**config.mk**
```make
export PLATFORM = sky130hd
export DESIGN_NAME = chained_hash_table
export DESIGN_NICKNAME = d
export VERILOG_FILES = /design/src/hdl/cht_pkg.sv /design/src/hdl/cht_ram.sv /design/src/hdl/cht_hash.sv /design/src/hdl/chained_hash_table.sv
export SDC_FILE = /design/constraint.sdc
export NUM_CORES = 2
export LEC_CHECK = 0
export BUFFER_PORTS_ARGS = -buffer_cell sky130_fd_sc_hd__buf_2
export CORE_ASPECT_RATIO = 0.8
export CORE_MARGIN = 4
export CORE_UTILIZATION = 27
export DETAILED_ROUTE_END_ITERATION = 10
export GPL_ROUTABILITY_DRIVEN = 1
export PLACE_DENSITY_LB_ADDON = 0.08
export SLEW_MARGIN = 15
export SYNTH_ARGS = -nofsm -noshare
export SYNTH_HDL_FRONTEND = slang
export SYNTH_SLANG_ARGS = --single-unit
```
**constraint.sdc**
```tcl
create_clock -name clock -period 10.15 [get_ports clock]
set_clock_uncertainty 0.2 [all_clocks]
set_input_delay 0.5075 -clock clock [delete_from_list [all_inputs] [get_ports clock]]
set_output_delay 0.5075 -clock clock [all_outputs]
set_load 0.01 [all_outputs]
```
**src/hdl/cht_pkg.sv**
```systemverilog
package cht_pkg;

   // request actions
   localparam logic [1:0] ACT_INSERT = 2'd0;
   localparam logic [1:0] ACT_DELETE = 2'd1;
   localparam logic [1:0] ACT_CLEAR  = 2'd2;

   // response status codes
   localparam logic [1:0] STATUS_OK        = 2'd0;
   localparam logic [1:0] STATUS_NOT_FOUND = 2'd1;
   localparam logic [1:0] STATUS_FULL      = 2'd2;

   // reciprocal of ten for a 32-bit dividend, quotient is product >> 35
   localparam logic [31:0] RECIP_TEN = 32'hCCCC_CCCD;
   localparam int          RECIP_SHIFT = 35;

   typedef struct packed {
      logic [1:0]         action;
      logic signed [31:0] value;
   } req_type;

   typedef struct packed {
      logic [1:0] status;
      logic [3:0] bucket;
   } rsp_type;

endpackage

```
**src/hdl/cht_ram.sv**
```systemverilog
module cht_ram #(
   parameter int WIDTH = 8,
   parameter int DEPTH = 16
) (
   input  logic                     clock,
   input  logic                     wr_en,
   input  logic [$clog2(DEPTH)-1:0] wr_addr,
   input  logic [WIDTH-1:0]         wr_data,
   input  logic [$clog2(DEPTH)-1:0] rd_addr,
   output logic [WIDTH-1:0]         rd_data
);

   logic [WIDTH-1:0] mem_ff [DEPTH];
   logic [WIDTH-1:0] rd_data_ff;

   always_ff @(posedge clock) begin
      if (wr_en) begin
         mem_ff[wr_addr] <= wr_data;
      end
      rd_data_ff <= mem_ff[rd_addr];
   end

   assign rd_data = rd_data_ff;

endmodule

```
**src/hdl/cht_hash.sv**
```systemverilog
module cht_hash #(
   parameter int BUCKETS = 10
) (
   input  logic                       clock,
   input  logic                       reset,
   input  logic                       start,
   input  logic [31:0]                value,
   output logic                       done,
   output logic [$clog2(BUCKETS)-1:0] key
);

   localparam int KW  = $clog2(BUCKETS);
   localparam int TRW = KW + 6;

   typedef enum logic [2:0] {
      H_IDLE = 3'b001,
      H_DIV  = 3'b010,
      H_ACC  = 3'b100
   } hash_state_type;

   hash_state_type state_ff, state_in;
   logic [31:0]    raw_ff, raw_in;
   logic [31:0]    quot_ff, quot_in;
   logic [KW-1:0]  key_ff, key_in;
   logic           done_ff, done_in;

   logic [63:0]    prod;
   logic [31:0]    ten_q;
   logic [31:0]    diff;
   logic [TRW-1:0] acc;

   always_comb begin
      prod  = {32'd0, raw_ff} * {32'd0, cht_pkg::RECIP_TEN};
      ten_q = (quot_ff << 3) + (quot_ff << 1);
      diff  = raw_ff - ten_q;
      // key*31 + digit, then reduce below BUCKETS by binary steps
      acc   = (TRW'(key_ff) << 5) - TRW'(key_ff) + TRW'(diff[3:0]);
      for (int k = 4; k >= 0; k--) begin
         if (acc >= TRW'(BUCKETS << k)) begin
            acc = acc - TRW'(BUCKETS << k);
         end
      end
   end

   always_comb begin
      state_in = state_ff;
      raw_in   = raw_ff;
      quot_in  = quot_ff;
      key_in   = key_ff;
      done_in  = 1'b0;
      case (state_ff)
         H_IDLE: begin
            if (start) begin
               key_in = '0;
               raw_in = value;
               if (value[31] || value == 32'd0) begin
                  done_in = 1'b1;
               end else begin
                  state_in = H_DIV;
               end
            end
         end
         H_DIV: begin
            quot_in  = {3'd0, prod[63:cht_pkg::RECIP_SHIFT]};
            state_in = H_ACC;
         end
         H_ACC: begin
            key_in = acc[KW-1:0];
            raw_in = quot_ff;
            if (quot_ff == 32'd0) begin
               done_in  = 1'b1;
               state_in = H_IDLE;
            end else begin
               state_in = H_DIV;
            end
         end
         default: state_in = H_IDLE;
      endcase
   end

   always_ff @(posedge clock) begin
      if (reset) begin
         state_ff <= H_IDLE;
         done_ff  <= 1'b0;
      end else begin
         state_ff <= state_in;
         done_ff  <= done_in;
      end
      raw_ff  <= raw_in;
      quot_ff <= quot_in;
      key_ff  <= key_in;
   end

   assign done = done_ff;
   assign key  = key_ff;

endmodule

```
**src/hdl/chained_hash_table.sv**
```systemverilog
// channel | ports                                 | item
// req     | req_valid, req_stall (out), req_payload | action and signed value
// rsp     | rsp_valid, rsp_stall (in), rsp_payload  | status and bucket
//
// one item at a time; hashing takes a divide step and an accumulate step per decimal digit,
// then insert reads, writes and links the slot, delete walks the chain, then unlinks and frees
// clear sweeps every index below max(BUCKETS, POOL_SLOTS) through the link memories;
// the same sweep runs after reset, req_stall stays high meanwhile
// a finished item waits in the output register while rsp_stall is high
module chained_hash_table #(
   parameter int BUCKETS    = 10,
   parameter int POOL_SLOTS = 64
) (
   input  logic             clock,
   input  logic             reset,
   input  logic             req_valid,
   output logic             req_stall,
   input  cht_pkg::req_type req_payload,
   output logic             rsp_valid,
   input  logic             rsp_stall,
   output cht_pkg::rsp_type rsp_payload
);

   localparam int KW        = $clog2(BUCKETS);
   localparam int AW        = $clog2(POOL_SLOTS);
   localparam int LW        = $clog2(POOL_SLOTS + 1);
   localparam int SWEEP_MAX = (BUCKETS > POOL_SLOTS) ? BUCKETS : POOL_SLOTS;
   localparam int SW        = $clog2(SWEEP_MAX);
   localparam int CW        = $clog2(POOL_SLOTS + 1);
   localparam logic [LW-1:0] NIL = LW'(POOL_SLOTS);

   typedef enum logic [12:0] {
      ST_SWEEP    = 13'b0000000000001,
      ST_IDLE     = 13'b0000000000010,
      ST_HASH     = 13'b0000000000100,
      ST_INS_RD   = 13'b0000000001000,
      ST_INS_WR   = 13'b0000000010000,
      ST_INS_LINK = 13'b0000000100000,
      ST_DEL_HEAD = 13'b0000001000000,
      ST_DEL_CUR  = 13'b0000010000000,
      ST_DEL_CHK  = 13'b0000100000000,
      ST_DEL_CMP  = 13'b0001000000000,
      ST_DEL_UNL  = 13'b0010000000000,
      ST_DEL_FREE = 13'b0100000000000,
      ST_RESP     = 13'b1000000000000
   } state_type;

   state_type     state_ff, state_in;
   logic [1:0]    action_ff, action_in;
   logic [31:0]   value_ff, value_in;
   logic [KW-1:0] bucket_ff, bucket_in;
   logic [1:0]    status_ff, status_in;
   logic [LW-1:0] free_head_ff, free_head_in;
   logic [LW-1:0] cur_ff, cur_in;     // working slot (insert target or delete walk)
   logic [LW-1:0] old_ff, old_in;     // previous chain head on insert
   logic [LW-1:0] prv_ff, prv_in;
   logic [LW-1:0] nxt_ff, nxt_in;
   logic [CW-1:0] steps_ff, steps_in;
   logic [SW-1:0] sweep_ff, sweep_in;
   logic          clearing_ff, clearing_in;  // sweep was asked by a clear item
   logic          rsp_valid_ff, rsp_valid_in;
   cht_pkg::rsp_type rsp_ff, rsp_in;

   // hash unit
   logic          hash_start;
   logic          hash_done;
   logic [KW-1:0] hash_key;

   // memory ports
   logic          head_we;
   logic [KW-1:0] head_waddr;
   logic [LW-1:0] head_wdata;
   logic [LW-1:0] head_rd;
   logic          next_we;
   logic [AW-1:0] next_waddr;
   logic [LW-1:0] next_wdata;
   logic [LW-1:0] next_rd;
   logic          prev_we;
   logic [AW-1:0] prev_waddr;
   logic [LW-1:0] prev_wdata;
   logic [LW-1:0] prev_rd;
   logic          val_we;
   logic [31:0]   val_rd;
   logic [AW-1:0] slot_raddr;
   logic [KW+3:0] bucket_wide;

   cht_hash #(.BUCKETS(BUCKETS)) u_hash (
      .clock (clock),
      .reset (reset),
      .start (hash_start),
      .value (req_payload.value),
      .done  (hash_done),
      .key   (hash_key)
   );

   cht_ram #(.WIDTH(LW), .DEPTH(BUCKETS)) u_head_ram (
      .clock   (clock),
      .wr_en   (head_we),
      .wr_addr (head_waddr),
      .wr_data (head_wdata),
      .rd_addr (bucket_ff),
      .rd_data (head_rd)
   );

   cht_ram #(.WIDTH(LW), .DEPTH(POOL_SLOTS)) u_next_ram (
      .clock   (clock),
      .wr_en   (next_we),
      .wr_addr (next_waddr),
      .wr_data (next_wdata),
      .rd_addr (slot_raddr),
      .rd_data (next_rd)
   );

   cht_ram #(.WIDTH(LW), .DEPTH(POOL_SLOTS)) u_prev_ram (
      .clock   (clock),
      .wr_en   (prev_we),
      .wr_addr (prev_waddr),
      .wr_data (prev_wdata),
      .rd_addr (slot_raddr),
      .rd_data (prev_rd)
   );

   // slot values have no reset, only written on insert
   cht_ram #(.WIDTH(32), .DEPTH(POOL_SLOTS)) u_value_ram (
      .clock   (clock),
      .wr_en   (val_we),
      .wr_addr (cur_ff[AW-1:0]),
      .wr_data (value_ff),
      .rd_addr (slot_raddr),
      .rd_data (val_rd)
   );

   assign slot_raddr = cur_ff[AW-1:0];

   always_comb begin
      state_in     = state_ff;
      action_in    = action_ff;
      value_in     = value_ff;
      bucket_in    = bucket_ff;
      status_in    = status_ff;
      free_head_in = free_head_ff;
      cur_in       = cur_ff;
      old_in       = old_ff;
      prv_in       = prv_ff;
      nxt_in       = nxt_ff;
      steps_in     = steps_ff;
      sweep_in     = sweep_ff;
      clearing_in  = clearing_ff;
      rsp_in       = rsp_ff;
      hash_start   = 1'b0;
      head_we      = 1'b0;
      head_waddr   = bucket_ff;
      head_wdata   = NIL;
      next_we      = 1'b0;
      next_waddr   = cur_ff[AW-1:0];
      next_wdata   = NIL;
      prev_we      = 1'b0;
      prev_waddr   = cur_ff[AW-1:0];
      prev_wdata   = NIL;
      val_we       = 1'b0;
      bucket_wide  = (KW + 4)'(bucket_ff);

      // output register drains independently of the sequencer
      rsp_valid_in = rsp_valid_ff && rsp_stall;

      case (state_ff)
         ST_SWEEP: begin
            // rebuild free list and empty every chain, one index a cycle
            if ({1'b0, sweep_ff} < (SW + 1)'(POOL_SLOTS)) begin
               next_we    = 1'b1;
               next_waddr = sweep_ff[AW-1:0];
               next_wdata = LW'(sweep_ff) + LW'(1);
               prev_we    = 1'b1;
               prev_waddr = sweep_ff[AW-1:0];
            end
            if ({1'b0, sweep_ff} < (SW + 1)'(BUCKETS)) begin
               head_we    = 1'b1;
               head_waddr = sweep_ff[KW-1:0];
            end
            free_head_in = '0;
            if (sweep_ff == SW'(SWEEP_MAX - 1)) begin
               sweep_in = '0;
               if (clearing_ff) begin
                  clearing_in = 1'b0;
                  state_in    = ST_RESP;
               end else begin
                  state_in = ST_IDLE;
               end
            end else begin
               sweep_in = sweep_ff + SW'(1);
            end
         end
         ST_IDLE: begin
            if (req_valid) begin
               action_in = req_payload.action;
               value_in  = req_payload.value;
               status_in = cht_pkg::STATUS_OK;
               bucket_in = '0;
               case (req_payload.action)
                  cht_pkg::ACT_INSERT, cht_pkg::ACT_DELETE: begin
                     hash_start = 1'b1;
                     state_in   = ST_HASH;
                  end
                  cht_pkg::ACT_CLEAR: begin
                     clearing_in = 1'b1;
                     sweep_in    = '0;
                     state_in    = ST_SWEEP;
                  end
                  default: state_in = ST_RESP;  // unused action changes nothing and only answers OK
               endcase
            end
         end
         ST_HASH: begin
            if (hash_done) begin
               bucket_in = hash_key;
               steps_in  = '0;
               if (action_ff == cht_pkg::ACT_INSERT) begin
                  cur_in = free_head_ff;
                  if (free_head_ff >= NIL) begin
                     status_in = cht_pkg::STATUS_FULL;
                     state_in  = ST_RESP;
                  end else begin
                     state_in = ST_INS_RD;
                  end
               end else begin
                  state_in = ST_DEL_HEAD;
               end
            end
         end
         ST_INS_RD: begin
            // next of the free slot and the bucket head are read here
            state_in = ST_INS_WR;
         end
         ST_INS_WR: begin
            free_head_in = next_rd;
            old_in       = head_rd;
            val_we       = 1'b1;
            next_we      = 1'b1;
            next_wdata   = head_rd;
            prev_we      = 1'b1;
            head_we      = 1'b1;
            head_wdata   = cur_ff;
            state_in     = ST_INS_LINK;
         end
         ST_INS_LINK: begin
            if (old_ff < NIL) begin
               prev_we    = 1'b1;
               prev_waddr = old_ff[AW-1:0];
               prev_wdata = cur_ff;
            end
            state_in = ST_RESP;
         end
         ST_DEL_HEAD: begin
            state_in = ST_DEL_CUR;
         end
         ST_DEL_CUR: begin
            cur_in   = head_rd;
            state_in = ST_DEL_CHK;
         end
         ST_DEL_CHK: begin
            // walk bounded by the pool size
            if (cur_ff >= NIL || steps_ff >= CW'(POOL_SLOTS)) begin
               status_in = cht_pkg::STATUS_NOT_FOUND;
               state_in  = ST_RESP;
            end else begin
               state_in = ST_DEL_CMP;
            end
         end
         ST_DEL_CMP: begin
            if (val_rd == value_ff) begin
               prv_in   = prev_rd;
               nxt_in   = next_rd;
               state_in = ST_DEL_UNL;
            end else begin
               cur_in   = next_rd;
               steps_in = steps_ff + CW'(1);
               state_in = ST_DEL_CHK;
            end
         end
         ST_DEL_UNL: begin
            if (prv_ff < NIL) begin
               next_we    = 1'b1;
               next_waddr = prv_ff[AW-1:0];
               next_wdata = nxt_ff;
            end else begin
               head_we    = 1'b1;
               head_wdata = nxt_ff;
            end
            if (nxt_ff < NIL) begin
               prev_we    = 1'b1;
               prev_waddr = nxt_ff[AW-1:0];
               prev_wdata = prv_ff;
            end
            state_in = ST_DEL_FREE;
         end
         ST_DEL_FREE: begin
            // unlinked slot goes back on top of the free list
            prev_we      = 1'b1;
            next_we      = 1'b1;
            next_wdata   = free_head_ff;
            free_head_in = cur_ff;
            state_in     = ST_RESP;
         end
         ST_RESP: begin
            if (!rsp_valid_ff || !rsp_stall) begin
               rsp_valid_in  = 1'b1;
               rsp_in.status = status_ff;
               rsp_in.bucket = bucket_wide[3:0];
               state_in      = ST_IDLE;
            end
         end
         default: state_in = ST_IDLE;
      endcase
   end

   always_ff @(posedge clock) begin
      if (reset) begin
         state_ff     <= ST_SWEEP;
         sweep_ff     <= '0;
         clearing_ff  <= 1'b0;
         rsp_valid_ff <= 1'b0;
         free_head_ff <= '0;
      end else begin
         state_ff     <= state_in;
         sweep_ff     <= sweep_in;
         clearing_ff  <= clearing_in;
         rsp_valid_ff <= rsp_valid_in;
         free_head_ff <= free_head_in;
      end
      action_ff <= action_in;
      value_ff  <= value_in;
      bucket_ff <= bucket_in;
      status_ff <= status_in;
      cur_ff    <= cur_in;
      old_ff    <= old_in;
      prv_ff    <= prv_in;
      nxt_ff    <= nxt_in;
      steps_ff  <= steps_in;
      rsp_ff    <= rsp_in;
   end

   assign req_stall   = (state_ff != ST_IDLE);
   assign rsp_valid   = rsp_valid_ff;
   assign rsp_payload = rsp_ff;

endmodule
```
Word-level counts from Yosys, hierarchy flattened
Memories as Yosys holds them, arrays and structs flattened. A register that Yosys moved wholly into a read port is not among the register bits.
Cells that the tools add are included.
- RAM bits: 3014
- register bits after elaboration: 178
- memories kept: 4
- multipliers: 1
- add/subtract/negate cells: 12
- muxes and demuxes: 89
- order comparisons: 12
- eq/ne operators: 32
- reductions and logical operators: 32
- memories (name ; depth ; width ; read ports ; clocked after Yosys merged registers in ; wr ports ; line ; RTL):
    u_value_ram.mem_ff ; 64 ; 32 ; 1 ; 1 ; 1 ; cht_ram.sv:13 ; logic [WIDTH-1:0] mem_ff [DEPTH];
    u_next_ram.mem_ff ; 64 ; 7 ; 1 ; 1 ; 1 ; cht_ram.sv:13 ;
    u_prev_ram.mem_ff ; 64 ; 7 ; 1 ; 1 ; 1 ; cht_ram.sv:13 ;
    u_head_ram.mem_ff ; 10 ; 7 ; 1 ; 1 ; 1 ; cht_ram.sv:13 ;
- operator list (kind ; number):
    one-hot mux 13 bit (12 select lines) ; 1
    two-way mux 13 bit ; 8
    zero test 32 bit ; 2
    multiplier 32 x 32 -> 64 bit (second input constant) ; 1
    one-hot mux 32 bit (2 select lines) ; 1
    two-way mux 7 bit ; 9
    one-hot mux 7 bit (2 select lines) ; 3
    one-hot mux 7 bit (3 select lines) ; 2
    two-way mux 10 bit ; 4
    two-way mux 6 bit ; 6
    == test 32 bit ; 1
    two-way mux 32 bit ; 1
    one-hot mux 7 bit (4 select lines) ; 1
    one-hot mux 13 bit (2 select lines) ; 1
    two-way mux 1 bit ; 25
    two-way mux 4 bit ; 6
    one-hot mux 6 bit (2 select lines) ; 2
    greater-or-equal comparator 7 bit (second input constant) ; 3
    < comparator 7 bit (second input constant) ; 3
    != test 2 bit (second input constant) ; 10
    one-hot mux 6 bit (3 select lines) ; 1
    one-hot mux 4 bit (2 select lines) ; 2
    == test 13 x 1 -> 1 bit (second input constant) ; 1
    == test 13 x 10 -> 1 bit (second input constant) ; 1
    other kinds (56) ; 83

Depth between registers and ports, before layout
- depth in word-level cells: 14
- gate-level depth with buffers: 31
- gate-level depth less buffers: 30

Hierarchy
A second synthesis with hierarchy kept.
- cells, all modules: 7736
- area, all modules: 142965.9 µm²
- modules (own cells, without submodules) (module ; area each (µm²) ; times used ; cells an instance):
    cht_ram at u_value_ram ; 78515.3 ; 1 ; 3324
    cht_ram at u_next_ram ... ; 17635.7 ; 2 ; 827
    cht_hash ; 20709.9 ; 1 ; 2102
    chained_hash_table ; 5476.5 ; 1 ; 491
    cht_ram at u_head_ram ; 2992.9 ; 1 ; 165

Worst setup path after synthesis
OpenSTA, ideal clock, no wires.
- path kind: register -> register
- start point: register u_hash.raw_ff[13]
- end point: register u_hash.quot_ff[24], data pin
- setup time: 258 ps
- data arrival time: 7431 ps
- cell stages (with the launch flop): 29
- path slack: 2261 ps
- period minus slack after synthesis: 7889 ps
- cells stage by stage: edfxtp_1 > ha_1 > inv_1 > fa_1 > fa_1 > inv_1 > fa_1 > inv_1 > fa_1 > fa_1 > inv_1 > fa_1 > inv_1 > fa_1 > inv_1 > ha_1 > a21o_1 > a21o_1 > a21o_1 > a21o_1 > a21o_1 > a211o_1 > a21oi_1 > o21ai_0 > a41o_1 > a221o_1 > or4_1 > a31oi_1 > xnor2_1
- word-level cells in the longest chain between the ends: 1
- RTL lines (element ; line ; RTL):
    start, declared ; cht_hash.sv:22 ; logic [31:0] raw_ff, raw_in;
    start signal, assigned ; cht_hash.sv:89 ; raw_ff <= raw_in;
    multiplier 32 x 32 -> 64 bit ; cht_hash.sv:33 ; prod = {32'd0, raw_ff} * {32'd0, cht_pkg::RECIP_TEN};
    named net u_hash.prod[59] ; cht_hash.sv:27 ; logic [63:0] prod;
    end signal, assigned ; cht_hash.sv:90 ; quot_ff <= quot_in;
    end, declared ; cht_hash.sv:23 ; logic [31:0] quot_ff, quot_in;
The timed path passes the listed nets, and every way through them passes these cells.
A chain may end at the register's enable or synchronous reset.

Worst setup path in the final report
- start point: register u_hash.raw_ff[10]
- end point: register u_hash.quot_ff[19], data pin
The elaborated chain is that of the path after synthesis.

==> run_results.csv <==
group,metric,value,unit
finish,multi_input_area,0.0352,mm2
finish,area_growth,16.1,%
finish,utilization,31.5,%
global_routing,antenna_found_initial,41,
yosys,synth_flop_cell,"edfxtp_1",
yosys,synth_fp_nets,9134,
finish,layout_commonest_cell,"edfxtp_1",
finish,final_cell_mix,"edfxtp_1, a22oi_1, inv_1",
global_routing,grt_max_degree,115,
timing,hold-worst-slack,0.103,ns
place,place_area,0.145,mm2
floorplan,io_pins,46,
worst_setup_path,r2r_cells,27,
pwr,power_density,238,mW/mm2
worst_setup_path,cp-end-kind,"register",
timing,period_minus_slack,9.03,ns
worst_setup_path,cp_data_required_time,10.63,ns
clock_network,cts_tree,"yes",
pwr,combPwrFrac,23.8,%
clock_network,cts_setup_buffers,0,
place,placedCellCount,14900,
pwr,clkPwrFrac,34.7,%
worst_setup_path,r2r_end,"u_hash.quot_ff[19]",
timing,worst_pin_slew,1.27,ns
yosys,synth_area,0.135,mm2
clock_network,cts.clk_slew.worst_paths,0.06,ns
timing,finalSetupTns,0,ns
floorplan,initial_utilization,27.1,%
pwr,internal_power,26.1,mW
worst_setup_path,cp-endpoint,"u_hash.quot_ff[19]",
route,via_per_inst,5.01,
pwr,leakagePower,51.0,nW
yosys,avgSynthCellArea,16.2,um2
clock_network,htree_levels,5,
route,highest_layer,"met5",
floorplan,fp-row-count,232,
finish,nNetsFinal,9420,
pwr,peakVddDrop,0.335,mV
yosys,synth_cells,8330,
place,dp_hpwl,303,mm
route,vias,78200,
finish,fillCellCount,48600,
route,firstDrtPassIters,6,
pwr,finalPower,37.3,mW
route,drtIter0Drc,7994,
pwr,sw_frac_of_total,30.0,%
timing,max_slew_margin,14.4,%
floorplan,core_area,0.499,mm2
global_routing,grt_pass1_vias,78900,
worst_setup_path,crit_fanout,6,
worst_setup_path,rrSetupSlack,1.12,ns
worst_setup_path,crit_arrival,9.51,ns
global_routing,grt_use_total,19.0,%
run,maxCapViolCount,0,
place,place_ws,0.944,ns
floorplan,die_area,0.512,mm2
timing,setup_viol,0,
route,wl_per_cell,32.1,um
place,place.gp.congestion,0.824,
finish,fin_area,0.157,mm2
floorplan,die_h,641,um
yosys,yosysWarnings,0,
pwr,p_sw,11.2,mW
clock_network,numClockSinks,3245,
yosys,synth-seq-cells,3245,
yosys,synth_edf_count,3160,
finish,drive_gt1_share,10.8,%
route,totalWireLength,500,mm
clock_network,ctsHoldBuffers,39,
global_routing,overflow,0,
route,met2_length,221,mm
worst_hold_path,worstHoldPathType,"input pin to register",
timing,hold_viol,0,
yosys,ys_seq_area_share,71.4,%
clock_network,clock-root-buffer,"clkbuf_16",
clock_network,cts_made_buffers,363,
route,drc,0,
status,status,"finished, final reports clean",
route,dr_wl_met3,29.6,mm
route,met1_length,242,mm
global_routing,grt_pass1_wl,684,mm
floorplan,die_w,799,um
clock_network,clockBufferDepth,4,
timing,worst_slack,1.12,ns
timing,slew_viol_final,0,
clock_network,cts.repair.resized,0,
worst_setup_path,regToRegStartpoint,"u_hash.raw_ff[10]",
finish,stdcell_count,15600,
clock_network,insertion_delay,1.00,ns
timing,rsz0062_at_grt,"false",
yosys,synth.distinct_cells,101,
yosys,async_flop_share,0,%
route,ant_nets,0,
worst_setup_path,path_class,"register to register",
worst_setup_path,startpoint,"u_hash.raw_ff[10]",
timing,period_share,89.0,%
timing,fmax,111,MHz
worst_setup_path,start_kind,"register",
finish,seq_area,0.0966,mm2
place,port_buffers,45,
pwr,seqPwrFrac,41.5,%
## area by class of cell
class,count,area share (%)
Multi-Input combinational cell,3973,22.4
Antenna cell,10,0.0159
Timing Repair Buffer,337,1.79
Inverter,696,1.66
Clock buffer,478,6.15
Tap cell,6669,5.31
Clock inverter,188,1.18
Sequential cell,3245,61.5
## how the worst min path moves through the flow
stage                                      from            to  slack (ns)  depth (start not counted)
after CTS                       req_payload[32]  action_ff[0]       0.007                          2
after global routing            req_payload[32]  action_ff[0]        0.06                          2
after global placement    u_prev_ram.rd_data[1]     prv_ff[1]        0.19                          0
final                           req_payload[32]  action_ff[0]        0.10                          2
after floorplan           u_prev_ram.rd_data[0]     prv_ff[0]        0.19                          0
after detailed placement  u_prev_ram.rd_data[2]     prv_ff[2]        0.19                          0
## power groups by stage
| stage | logic [mW] | clock network (mW) | registers (mW) |
|---|---|---|---|
| floorplan | 5.77 | 0 | 15.8 |
| global placement | 8.99 | 0 | 15.8 |
| detailed placement | 8.88 | 0 | 15.8 |
| CTS | 9.01 | 13.3 | 15.5 |
| global route | 10.1 | 13.8 | 15.5 |
| finish | 8.89 | 13.0 | 15.5 |
## cells by family after synthesis
kind of cell	Yosys count	share of synthesized area [%]
muxes	29	0.349
buffers and inverters	1112	3.11
xor gates and xnor gates	81	0.530
adders and majority gates	766	9.39
AOI/OAI and AO/OA	2121	11.7
and+or+nand+nor	976	3.47
DFF	3245	71.4
## state kept, by name (all words and copies together), names as in the netlist, 13 cells and up
signal	cells
u_next_ram.mem_ff	448
u_head_ram.mem_ff	70
u_value_ram.mem_ff	2048
u_value_ram.rd_data	32
u_hash.raw_ff	32
state_ff	13
u_hash.quot_ff	29
value_ff	32
u_prev_ram.mem_ff	448
## layer usage
layer / track usage, % / up-vias
li1: - / 33400
met1: 28.6 / 42000
met2: 29.1 / 2297
met3: 3.23 / 482
met4: 3.24 / 4
met5: 0 / -
## synthesized netlist by cell type, drive strengths merged, types with 11 or more instances
cell / n / area share, %
edfxtp: 3160 / 70
a22oi: 957 / 5.3
inv: 696 / 1.9
fa: 416 / 6.2
clkbuf: 372 / 1.0
ha: 350 / 3.2
nor2: 326 / 0.90
a22o: 276 / 1.8
a221oi: 274 / 1.8
a21oi: 234 / 0.88
nand2: 217 / 0.61
a31oi: 206 / 0.95
nand4: 167 / 0.77
nand3: 102 / 0.38
dfxtp: 85 / 1.3
xnor2: 69 / 0.45
o21ai: 48 / 0.19
buf: 44 / 0.14
nor3: 35 / 0.13
nor4: 25 / 0.12
a21o: 21 / 0.12
and2: 16 / 0.074
nor2b: 16 / 0.074
mux4: 14 / 0.23
a211oi: 13 / 0.076
mux2i: 13 / 0.096
a222oi: 12 / 0.089
xor2: 12 / 0.083
or3: 11 / 0.053
## critical path, cell delays in order (launching register included)
cell	delay, ns
edfxtp_1	0.50
ha_1	0.59
inv_1	0.11
fa_1	0.42
fa_1	0.63
inv_1	0.08
fa_1	0.49
fa_1	0.56
inv_1	0.05
fa_1	0.48
inv_1	0.05
fa_1	0.47
inv_1	0.05
fa_1	0.48
inv_1	0.05
ha_1	0.28
and4_1	0.18
o21ai_0	0.14
a211oi_1	0.90
a21oi_1	0.20
buf_4	0.19
o21ai_0	0.38
buf_4	0.22
nor2_1	0.06
o41ai_1	0.54
nand2_1	0.10
o21ai_0	0.28
xor2_1	0.11
Power figures use the tool's default switching activity.
